$ cat config.mk
export PLATFORM = sky130hd
export DESIGN_NAME = i2c_master_write_read_sequencer
export DESIGN_NICKNAME = d
export VERILOG_FILES = /design/src/rtl/i2cwr_pkg.sv /design/src/rtl/i2cwr_ram.sv /design/src/rtl/i2c_master_write_read_sequencer.sv
export SDC_FILE = /design/constraint.sdc
export NUM_CORES = 1
export LEC_CHECK = 0
export BUFFER_PORTS_ARGS = -buffer_cell sky130_fd_sc_hd__buf_2
export CELL_PAD_IN_SITES_DETAIL_PLACEMENT = 1
export CELL_PAD_IN_SITES_GLOBAL_PLACEMENT = 2
export CORE_MARGIN = 1
export CORE_UTILIZATION = 40
export DETAILED_ROUTE_END_ITERATION = 10
export GPL_TIMING_DRIVEN = 0
export PLACE_DENSITY_LB_ADDON = 0.15
export SYNTH_ARGS = -nofsm -noshare
export SYNTH_HDL_FRONTEND = slang
export SYNTH_HIERARCHICAL = 1
export SYNTH_SLANG_ARGS = --single-unit
$ cat constraint.sdc
create_clock -name clock -period 8.8 [get_ports clock]
set_input_delay 0.44 -clock clock [delete_from_list [all_inputs] [get_ports clock]]
set_output_delay 0.44 -clock clock [all_outputs]
set_load 0.1 [all_outputs]
$ cat src/rtl/i2cwr_pkg.sv
// Shared types and constants for the I2C write/read sequencer.
// Holds buffer sizing, phase encoding and bus command codes; no dependencies.
`timescale 1ns / 1ps

package i2cwr_pkg;

   localparam int WRITE_DEPTH = 16;
   localparam int ADDR_W      = (WRITE_DEPTH > 1) ? $clog2(WRITE_DEPTH) : 1;
   localparam int CNT_W       = $clog2(WRITE_DEPTH + 1);

   typedef enum logic [1:0] {
      OP_LOAD  = 2'd0,
      OP_START = 2'd1,
      OP_EVENT = 2'd2
   } op_type;

   typedef enum logic [2:0] {
      CMD_NONE     = 3'd0,
      CMD_START    = 3'd1,
      CMD_TRANSMIT = 3'd2,
      CMD_RESTART  = 3'd3,
      CMD_RECEIVE  = 3'd4,
      CMD_ACK      = 3'd5,
      CMD_NACK     = 3'd6,
      CMD_STOP     = 3'd7
   } cmd_type;

   typedef enum logic [9:0] {
      PH_IDLE      = 10'b00_0000_0001,
      PH_START     = 10'b00_0000_0010,
      PH_WRITE     = 10'b00_0000_0100,
      PH_RESTART   = 10'b00_0000_1000,
      PH_ADDR_READ = 10'b00_0001_0000,
      PH_READ      = 10'b00_0010_0000,
      PH_ACK       = 10'b00_0100_0000,
      PH_NACK      = 10'b00_1000_0000,
      PH_STOP      = 10'b01_0000_0000,
      PH_ERROR     = 10'b10_0000_0000
   } phase_type;

endpackage

$ cat src/rtl/i2cwr_ram.sv
// Generic single-port-write, single-port-read RAM with registered read data.
// No dependencies; contents are undefined until written.
`timescale 1ns / 1ps

module i2cwr_ram #(
   parameter int WIDTH = 8,
   parameter int DEPTH = 16
) (
   input  logic                             clock,
   input  logic                             wr_en,
   input  logic [$clog2(DEPTH > 1 ? DEPTH : 2)-1:0] wr_addr,
   input  logic [WIDTH-1:0]                 wr_data,
   input  logic [$clog2(DEPTH > 1 ? DEPTH : 2)-1:0] rd_addr,
   output logic [WIDTH-1:0]                 rd_data
);

   logic [WIDTH-1:0] mem_ff [DEPTH];
   logic [WIDTH-1:0] rd_data_ff;

   always_ff @(posedge clock) begin
      if (wr_en) begin
         mem_ff[wr_addr] <= wr_data;
      end
      rd_data_ff <= mem_ff[rd_addr];
   end

   assign rd_data = rd_data_ff;

endmodule

$ cat src/rtl/i2c_master_write_read_sequencer.sv
// Top level of the I2C combined write/read transaction sequencer.
// Depends on i2cwr_pkg and i2cwr_ram (write byte buffer).
//
//  channel | dir | handshake           | contents
//  req     | in  | req_tvalid/tready   | tuser: operation; tdata: load, start and event fields
//  rsp     | out | rsp_tvalid/tready   | tuser: bus_command; tdata: byte and status fields
//
// One beat in, one beat out; a beat is taken every cycle while the output
// register is empty or being drained, result in the cycle after acceptance.
// The buffer RAM is read every cycle at the next write position; a load to
// that entry in the same cycle is forwarded. Reset clears the phase, counters
// and the output valid flag; result data and buffer contents are not cleared.
`timescale 1ns / 1ps

module i2c_master_write_read_sequencer
   import i2cwr_pkg::*;
(
   input  logic        clock,
   input  logic        reset,
   input  logic        req_tvalid,
   output logic        req_tready,
   // [1:0] operation
   input  logic [1:0]  req_tuser,
   // [7:0] write_byte, [14:8] target_address, [19:15] write_length,
   // [27:20] read_length, [28] ack_missing, [36:29] received_byte,
   // [37] bus_collision, [39:38] zero
   input  logic [39:0] req_tdata,
   output logic        rsp_tvalid,
   input  logic        rsp_tready,
   // [2:0] bus_command
   output logic [2:0]  rsp_tuser,
   // [7:0] transmit_byte, [15:8] read_data, [16] read_valid,
   // [24:17] read_position, [25] done_res, [26] failed, [31:27] zero
   output logic [31:0] rsp_tdata
);

   phase_type        phase_ff, phase_in;
   logic [6:0]       addr_ff, addr_in;
   logic [CNT_W-1:0] btw_ff, btw_in;
   logic [7:0]       btr_ff, btr_in;
   logic [CNT_W-1:0] wpos_ff, wpos_in;
   logic [7:0]       rcnt_ff, rcnt_in;
   logic [CNT_W-1:0] lpos_ff, lpos_in;

   logic             fwd_hit_ff;
   logic [7:0]       fwd_data_ff;

   logic             rsp_valid_ff;
   logic [2:0]       rsp_user_ff;
   logic [31:0]      rsp_data_ff;

   logic             accept;
   op_type           op;
   logic [7:0]       write_byte;
   logic [6:0]       target_address;
   logic [4:0]       write_length;
   logic [7:0]       read_length;
   logic             ack_missing;
   logic [7:0]       received_byte;
   logic             bus_collision;

   logic             mem_we;
   logic [ADDR_W-1:0] mem_waddr, mem_raddr;
   logic [7:0]       mem_rdata, buf_byte;
   logic [7:0]       rcnt_inc;

   cmd_type          cmd;
   logic [7:0]       tx, rdata, rpos;
   logic             rvalid, done;

   assign req_tready     = !rsp_valid_ff || rsp_tready;
   assign accept         = req_tvalid && req_tready;
   assign op             = op_type'(req_tuser);
   assign write_byte     = req_tdata[7:0];
   assign target_address = req_tdata[14:8];
   assign write_length   = req_tdata[19:15];
   assign read_length    = req_tdata[27:20];
   assign ack_missing    = req_tdata[28];
   assign received_byte  = req_tdata[36:29];
   assign bus_collision  = req_tdata[37];

   assign buf_byte = fwd_hit_ff ? fwd_data_ff : mem_rdata;
   assign rcnt_inc = rcnt_ff + 8'd1;

   always_comb begin
      phase_in = phase_ff;
      addr_in  = addr_ff;
      btw_in   = btw_ff;
      btr_in   = btr_ff;
      wpos_in  = wpos_ff;
      rcnt_in  = rcnt_ff;
      lpos_in  = lpos_ff;
      mem_we   = 1'b0;
      cmd      = CMD_NONE;
      tx       = 8'd0;
      rdata    = 8'd0;
      rvalid   = 1'b0;
      rpos     = 8'd0;
      done     = 1'b0;
      if (accept) begin
         unique case (op)
            OP_LOAD: begin
               if (32'(lpos_ff) < WRITE_DEPTH) begin
                  mem_we  = 1'b1;
                  lpos_in = lpos_ff + CNT_W'(1);
               end
            end
            OP_START: begin
               addr_in  = target_address;
               btw_in   = (32'(write_length) > WRITE_DEPTH) ? CNT_W'(WRITE_DEPTH)
                                                            : CNT_W'(write_length);
               btr_in   = read_length;
               wpos_in  = '0;
               rcnt_in  = 8'd0;
               lpos_in  = '0;
               phase_in = PH_START;
               cmd      = CMD_START;
            end
            OP_EVENT: begin
               if (bus_collision || phase_ff == PH_IDLE || phase_ff == PH_ERROR) begin
                  phase_in = PH_ERROR;
               end else begin
                  unique case (phase_ff)
                     PH_START: begin
                        wpos_in = '0;
                        rcnt_in = 8'd0;
                        cmd     = CMD_TRANSMIT;
                        if (btw_ff != '0 || btr_ff == 8'd0) begin
                           tx       = {addr_ff, 1'b0};
                           phase_in = PH_WRITE;
                        end else begin
                           tx       = {addr_ff, 1'b1};
                           phase_in = PH_ADDR_READ;
                        end
                     end
                     PH_WRITE: begin
                        priority if (ack_missing) begin
                           phase_in = PH_ERROR;
                        end else if (wpos_ff < btw_ff) begin
                           cmd     = CMD_TRANSMIT;
                           tx      = buf_byte;
                           wpos_in = wpos_ff + CNT_W'(1);
                        end else if (btr_ff != 8'd0) begin
                           cmd      = CMD_RESTART;
                           phase_in = PH_RESTART;
                        end else begin
                           cmd      = CMD_STOP;
                           phase_in = PH_STOP;
                        end
                     end
                     PH_RESTART: begin
                        cmd      = CMD_TRANSMIT;
                        tx       = {addr_ff, 1'b1};
                        phase_in = PH_ADDR_READ;
                     end
                     PH_ADDR_READ: begin
                        if (ack_missing) begin
                           phase_in = PH_ERROR;
                        end else begin
                           cmd      = CMD_RECEIVE;
                           phase_in = PH_READ;
                        end
                     end
                     PH_READ: begin
                        rdata   = received_byte;
                        rvalid  = 1'b1;
                        rpos    = rcnt_ff;
                        rcnt_in = rcnt_inc;
                        if (rcnt_inc >= btr_ff) begin
                           cmd      = CMD_NACK;
                           phase_in = PH_NACK;
                        end else begin
                           cmd      = CMD_ACK;
                           phase_in = PH_ACK;
                        end
                     end
                     PH_ACK: begin
                        cmd      = CMD_RECEIVE;
                        phase_in = PH_READ;
                     end
                     PH_NACK: begin
                        cmd      = CMD_STOP;
                        phase_in = PH_STOP;
                     end
                     PH_STOP: begin
                        done     = 1'b1;
                        phase_in = PH_IDLE;
                     end
                     default: begin
                        phase_in = PH_ERROR;
                     end
                  endcase
               end
            end
            default: begin
            end
         endcase
      end
   end

   assign mem_waddr = lpos_ff[ADDR_W-1:0];
   assign mem_raddr = wpos_in[ADDR_W-1:0];

   i2cwr_ram #(
      .WIDTH (8),
      .DEPTH (WRITE_DEPTH)
   ) u_wbuf (
      .clock   (clock),
      .wr_en   (mem_we),
      .wr_addr (mem_waddr),
      .wr_data (write_byte),
      .rd_addr (mem_raddr),
      .rd_data (mem_rdata)
   );

   always_ff @(posedge clock) begin
      fwd_hit_ff  <= mem_we && (mem_waddr == mem_raddr);
      fwd_data_ff <= write_byte;
      if (accept) begin
         rsp_user_ff <= cmd;
         rsp_data_ff <= {5'd0, phase_in == PH_ERROR, done, rpos, rvalid, rdata, tx};
      end
   end

   always_ff @(posedge clock) begin
      if (reset) begin
         phase_ff     <= PH_IDLE;
         addr_ff      <= 7'd0;
         btw_ff       <= '0;
         btr_ff       <= 8'd0;
         wpos_ff      <= '0;
         rcnt_ff      <= 8'd0;
         lpos_ff      <= '0;
         rsp_valid_ff <= 1'b0;
      end else begin
         phase_ff <= phase_in;
         addr_ff  <= addr_in;
         btw_ff   <= btw_in;
         btr_ff   <= btr_in;
         wpos_ff  <= wpos_in;
         rcnt_ff  <= rcnt_in;
         lpos_ff  <= lpos_in;
         if (accept) begin
            rsp_valid_ff <= 1'b1;
         end else if (rsp_tready) begin
            rsp_valid_ff <= 1'b0;
         end
      end
   end

   assign rsp_tvalid = rsp_valid_ff;
   assign rsp_tuser  = rsp_user_ff;
   assign rsp_tdata  = rsp_data_ff;

endmodule

==> results_tabular.tex <==
\begin{tabular}{lr}
\hline
Metric & Value \\
\hline
\multicolumn{2}{l}{\textbf{Floorplanning}} \\
\quad Starting density of the core & 40.8\% \\
\quad Die W & 157 um \\
\quad Floorplan die height & 157 um \\
\quad Area of the die & 24600 sq um \\
\quad Placeable core area & 23500 sq um \\
\quad Top Ports & 83 \\
\quad Site Rows & 56 \\
\multicolumn{2}{l}{\textbf{Layout}} \\
\quad Commonest non-fill, non-tap cell in the layout & sky130\_fd\_sc\_hd\_\_edfxtp\_1 \\
\quad Share of cells above drive strength 1 & 20.4\% \\
\quad Area growth from synthesis to layout & 16.3\% \\
\quad Layout net count & between 800 and 900 \\
\quad ANT cells & 0 \\
\quad Filler cell count in the final layout & 2428 \\
\quad Cell Count, Final, Fillers Out & 1143 \\
\quad Storage element area & 6070 sq um \\
\quad Highest-count cells in the layout ignoring fill and taps & sky130\_fd\_sc\_hd\_\_edfxtp\_1 (158), sky130\_fd\_sc\_hd\_\_buf\_2 (80), sky130\_fd\_sc\_hd\_\_nand2\_1 (72) \\
\quad Area taken by multi-input logic gates & 3280 sq um \\
\multicolumn{2}{l}{\textbf{Global route}} \\
\quad Number of global-route vias before repair & roughly 6400 \\
\quad First-pass GRT wire length & around 36000 um \\
\quad Number of antenna violations at the first check in global routing & 0 \\
\quad Global route total overflow & 0 \\
\quad Pin count of the biggest net entering global routing & 33 \\
\quad Gr usage total & 19.5\% \\
\multicolumn{2}{l}{\textbf{Worst setup path}} \\
\quad Bufs and invs on worst path & 4 \\
\quad Max stage delay cell, worst path & sky130\_fd\_sc\_hd\_\_o21ai\_0 \\
\quad Critical path type & flip-flop to flip-flop \\
\quad Slowest stage delay, CP & 620 ps \\
\quad Critical Path AT & 4320 ps \\
\quad Launching element type of the critical path & flip-flop \\
\quad Critical Path, Cell by Cell & inv\_1, ha\_1, nand2\_1, o21ai\_0, a211oi\_2, o21ai\_2, o21bai\_4, inv\_1, buf\_6, buf\_6, mux4\_1, a22oi\_1, nand2\_1 \\
\quad Largest delay contributor family on the critical path & compound AO/OA/AOI/OAI gates \\
\quad Highest net fanout along the worst path & 10 \\
\quad Endpoint kind of the worst setup timing path & flip-flop \\
\quad Required time at the endpoint of the critical path & just over 9000 ps \\
\multicolumn{2}{l}{\textbf{Clock tree}} \\
\quad CTS Root Cell & sky130\_fd\_sc\_hd\_\_clkbuf\_16 \\
\quad Number of sinks driven by the clock tree & 224 \\
\quad Level count of the clock H-tree & 1 \\
\quad Buffers from clock root to sink, at most & 3 \\
\quad CTS tree & done \\
\quad Clock latency of the later-clocked register in the worst-skew pair & 530 ps \\
\quad Hold buffer count at CTS & 0 \\
\quad Clock input transition at the sequential cells of the worst setup and hold paths & $\sim$60 ps \\
\quad Total of cells resized after clock tree synthesis & 0 \\
\quad Postcts setup bufs & 0 \\
\quad Number of buffers inserted during clock tree synthesis & 25 \\
\multicolumn{2}{l}{\textbf{Place}} \\
\quad RD Place Congestion & about 0.86 \\
\quad Placed wire-length estimate & 16500 um \\
\quad Cell count after placement & between 1000 and 1500 \\
\quad Number of buffer cells added on primary ports & 74 \\
\quad Worst Setup Slack post-DPL & 4370 ps \\
\multicolumn{2}{l}{\textbf{Yosys}} \\
\quad Post-synthesis instance area & about 9600 sq um \\
\quad Synth unique cells & 65 \\
\quad Synthesized netlist cell count & about 700 \\
\quad Primary FF master, synth & sky130\_fd\_sc\_hd\_\_edfxtp\_1 \\
\quad Sequential area share after synthesis & 63.3\% \\
\quad Average instance area after synthesis & 13.6 sq um \\
\quad Count of flip-flops with a built-in enable after synthesis & 158 \\
\quad Synth warn & 6 \\
\quad Synth Register Bits & $\sim$220 \\
\quad Post-synthesis async set-or-reset flop share & 0\% \\
\multicolumn{2}{l}{\textbf{Routing}} \\
\quad Number of vias in the routed layout & 6068 \\
\quad Average wire length per cell after detail routing & 20.5 um \\
\quad DRC violation total after the first TritonRoute iteration & 260 \\
\quad Antenna violation net count after detailed routing & 0 \\
\quad Vias per Instance & between 5 and 6 \\
\quad Remaining design rule violation count & 0 \\
\quad Routed wire length & $\sim$23000 um \\
\quad Initial DRT Pass Iterations & 4 \\
\multicolumn{2}{l}{\textbf{STA}} \\
\quad Slew at the pin closest to its max-slew limit & 991 ps \\
\quad Number of pins exceeding their max-slew limit in the final report & 0 \\
\quad Minimum clock period & 3920 ps \\
\quad Setup slack after layout & 4880 ps \\
\quad Share of the clock period used by the worst path after layout & 44.6\% \\
\quad Number of failing setup endpoints in the final timing report & 0 \\
\quad Total negative slack for setup checks & 0 ps \\
\quad Worst hold margin & 145 ps \\
\quad Fmax achieved & 255 MHz \\
\quad Final Hold Violating Endpoints & 0 \\
\quad Worst-case headroom to the max-slew limit & 33.7\% \\
\quad Unrepaired setup endpoints after global routing & false \\
\quad Clk\_skew & roughly 14 ps \\
\multicolumn{2}{l}{\textbf{Outcome}} \\
\quad Run status & finished, final reports clean \\
\multicolumn{2}{l}{\textbf{Pwr}} \\
\quad Worst voltage drop across the vdd grid & 204 uV \\
\quad Leak & 3.93 nW \\
\quad Final total power & roughly 2.3 mW \\
\quad Pwr dens & 204 nW/um\^{}2 \\
\multicolumn{2}{l}{\textbf{Job}} \\
\quad Number of max-capacitance violations reported & 0 \\
\multicolumn{2}{l}{\textbf{Min path}} \\
\quad Min-delay worst type & input port to flip-flop \\
\hline
\end{tabular}
[Yosys cell counts, types with 8 or more instances]
cell | count | area [sq um]
sky130_fd_sc_hd__o21ai_0 | 13 | 65.1
sky130_fd_sc_hd__and2_1 | 21 | 131
sky130_fd_sc_hd__ha_1 | 18 | 225
sky130_fd_sc_hd__clkbuf_1 | 14 | 52.6
sky130_fd_sc_hd__mux4_2 | 18 | 405
sky130_fd_sc_hd__xor2_1 | 10 | 87.6
sky130_fd_sc_hd__mux2_2 | 8 | 90.1
sky130_fd_sc_hd__nor3_1 | 11 | 55.1
sky130_fd_sc_hd__nor2b_1 | 8 | 50.1
sky130_fd_sc_hd__mux4_1 | 14 | 368
sky130_fd_sc_hd__nor2_1 | 52 | 195
sky130_fd_sc_hd__dfxtp_1 | 66 | 1320
sky130_fd_sc_hd__a21o_1 | 10 | 75.1
sky130_fd_sc_hd__a21oi_1 | 44 | 220
sky130_fd_sc_hd__nand3b_1 | 9 | 67.6
sky130_fd_sc_hd__inv_1 | 21 | 78.8
sky130_fd_sc_hd__nand2_1 | 72 | 270
sky130_fd_sc_hd__a22oi_1 | 25 | 188
sky130_fd_sc_hd__edfxtp_1 | 158 | 4740
sky130_fd_sc_hd__nand3_1 | 11 | 55.1
[through the flow]
| step | cell area [sq um] | util (%) |
|---|---|---|
| after global placement | 10400 | 44.2 |
| after CTS | 11100 | 47.5 |
| after floorplan | 9600 | - |
| after global routing | 11200 | 47.5 |
| final | 11200 | 47.5 |
| after detailed placement | 10400 | 44.2 |
[where the power goes]
group | switching (mW) | internal (mW) | leakage (nW)
combinational | 0.119 | 0.0324 | 1.57
clock | 0.404 | 0.566 | 0.368
sequential | 0.00808 | 1.14 | 1.99
[tightest hold or removal path, stage by stage]
cell	delay, ps
sky130_fd_sc_hd__buf_2	90
sky130_fd_sc_hd__nand2_1	50
sky130_fd_sc_hd__a21oi_1	50
[logic make-up after synthesis]
kind of cell	count (synthesis)	synth area share (%)
muxes	41	9.11
other	1	0.0391
AOI/OAI and AO/OA	119	8.47
and+or+nand+nor	231	12.5
xor gates and xnor gates	15	1.37
adders and majority gates	18	2.35
DFF	224	63.3
buffers and inverters	54	2.86
[state kept, by name, indices dropped and copies added, names as in the netlist]
name,flops
u_wbuf/mem_ff,128
rsp_tuser,3
fwd_hit_ff,1
rsp_tvalid,1
btw_ff,5
lpos_ff,5
fwd_data_ff,8
u_wbuf/rd_data,8
rcnt_ff,8
addr_ff,7
phase_ff,10
btr_ff,8
wpos_ff,5
rsp_tdata,27
[path summary, 6_finish.rpt]
check / slack [ps] / cells after the start / from / end
setup / recovery: 4880 / 13 / btw_ff[2]$_SDFFE_PP0P_ / u_wbuf/rd_data[3]$_DFF_P_
hold / removal: 150 / 3 / req_tdata[23] / btr_ff[3]$_SDFFE_PP0P_
setup reg to reg: 4880 / 13 / btw_ff[2]$_SDFFE_PP0P_ / u_wbuf/rd_data[3]$_DFF_P_
hold reg to reg: 460 / 2 / addr_ff[3]$_SDFFE_PP0P_ / addr_ff[3]$_SDFFE_PP0P_
[layout make-up]
type,count,area share (%)
inverter,21,0.707
clock inverter,10,0.729
tap,319,3.58
sequential,224,54.4
multi-input combinational,429,29.5
timing repair buffer,74,3.32
buffer,33,1.75
clock buffer,33,6.06
[layer usage]
layer  wire (um)  GRT usage, %
met5           0             0
met4         548          5.84
met3         771          2.46
met2       12400          36.6
met1        9700          23.2
(Power assumes the default switching activity.)
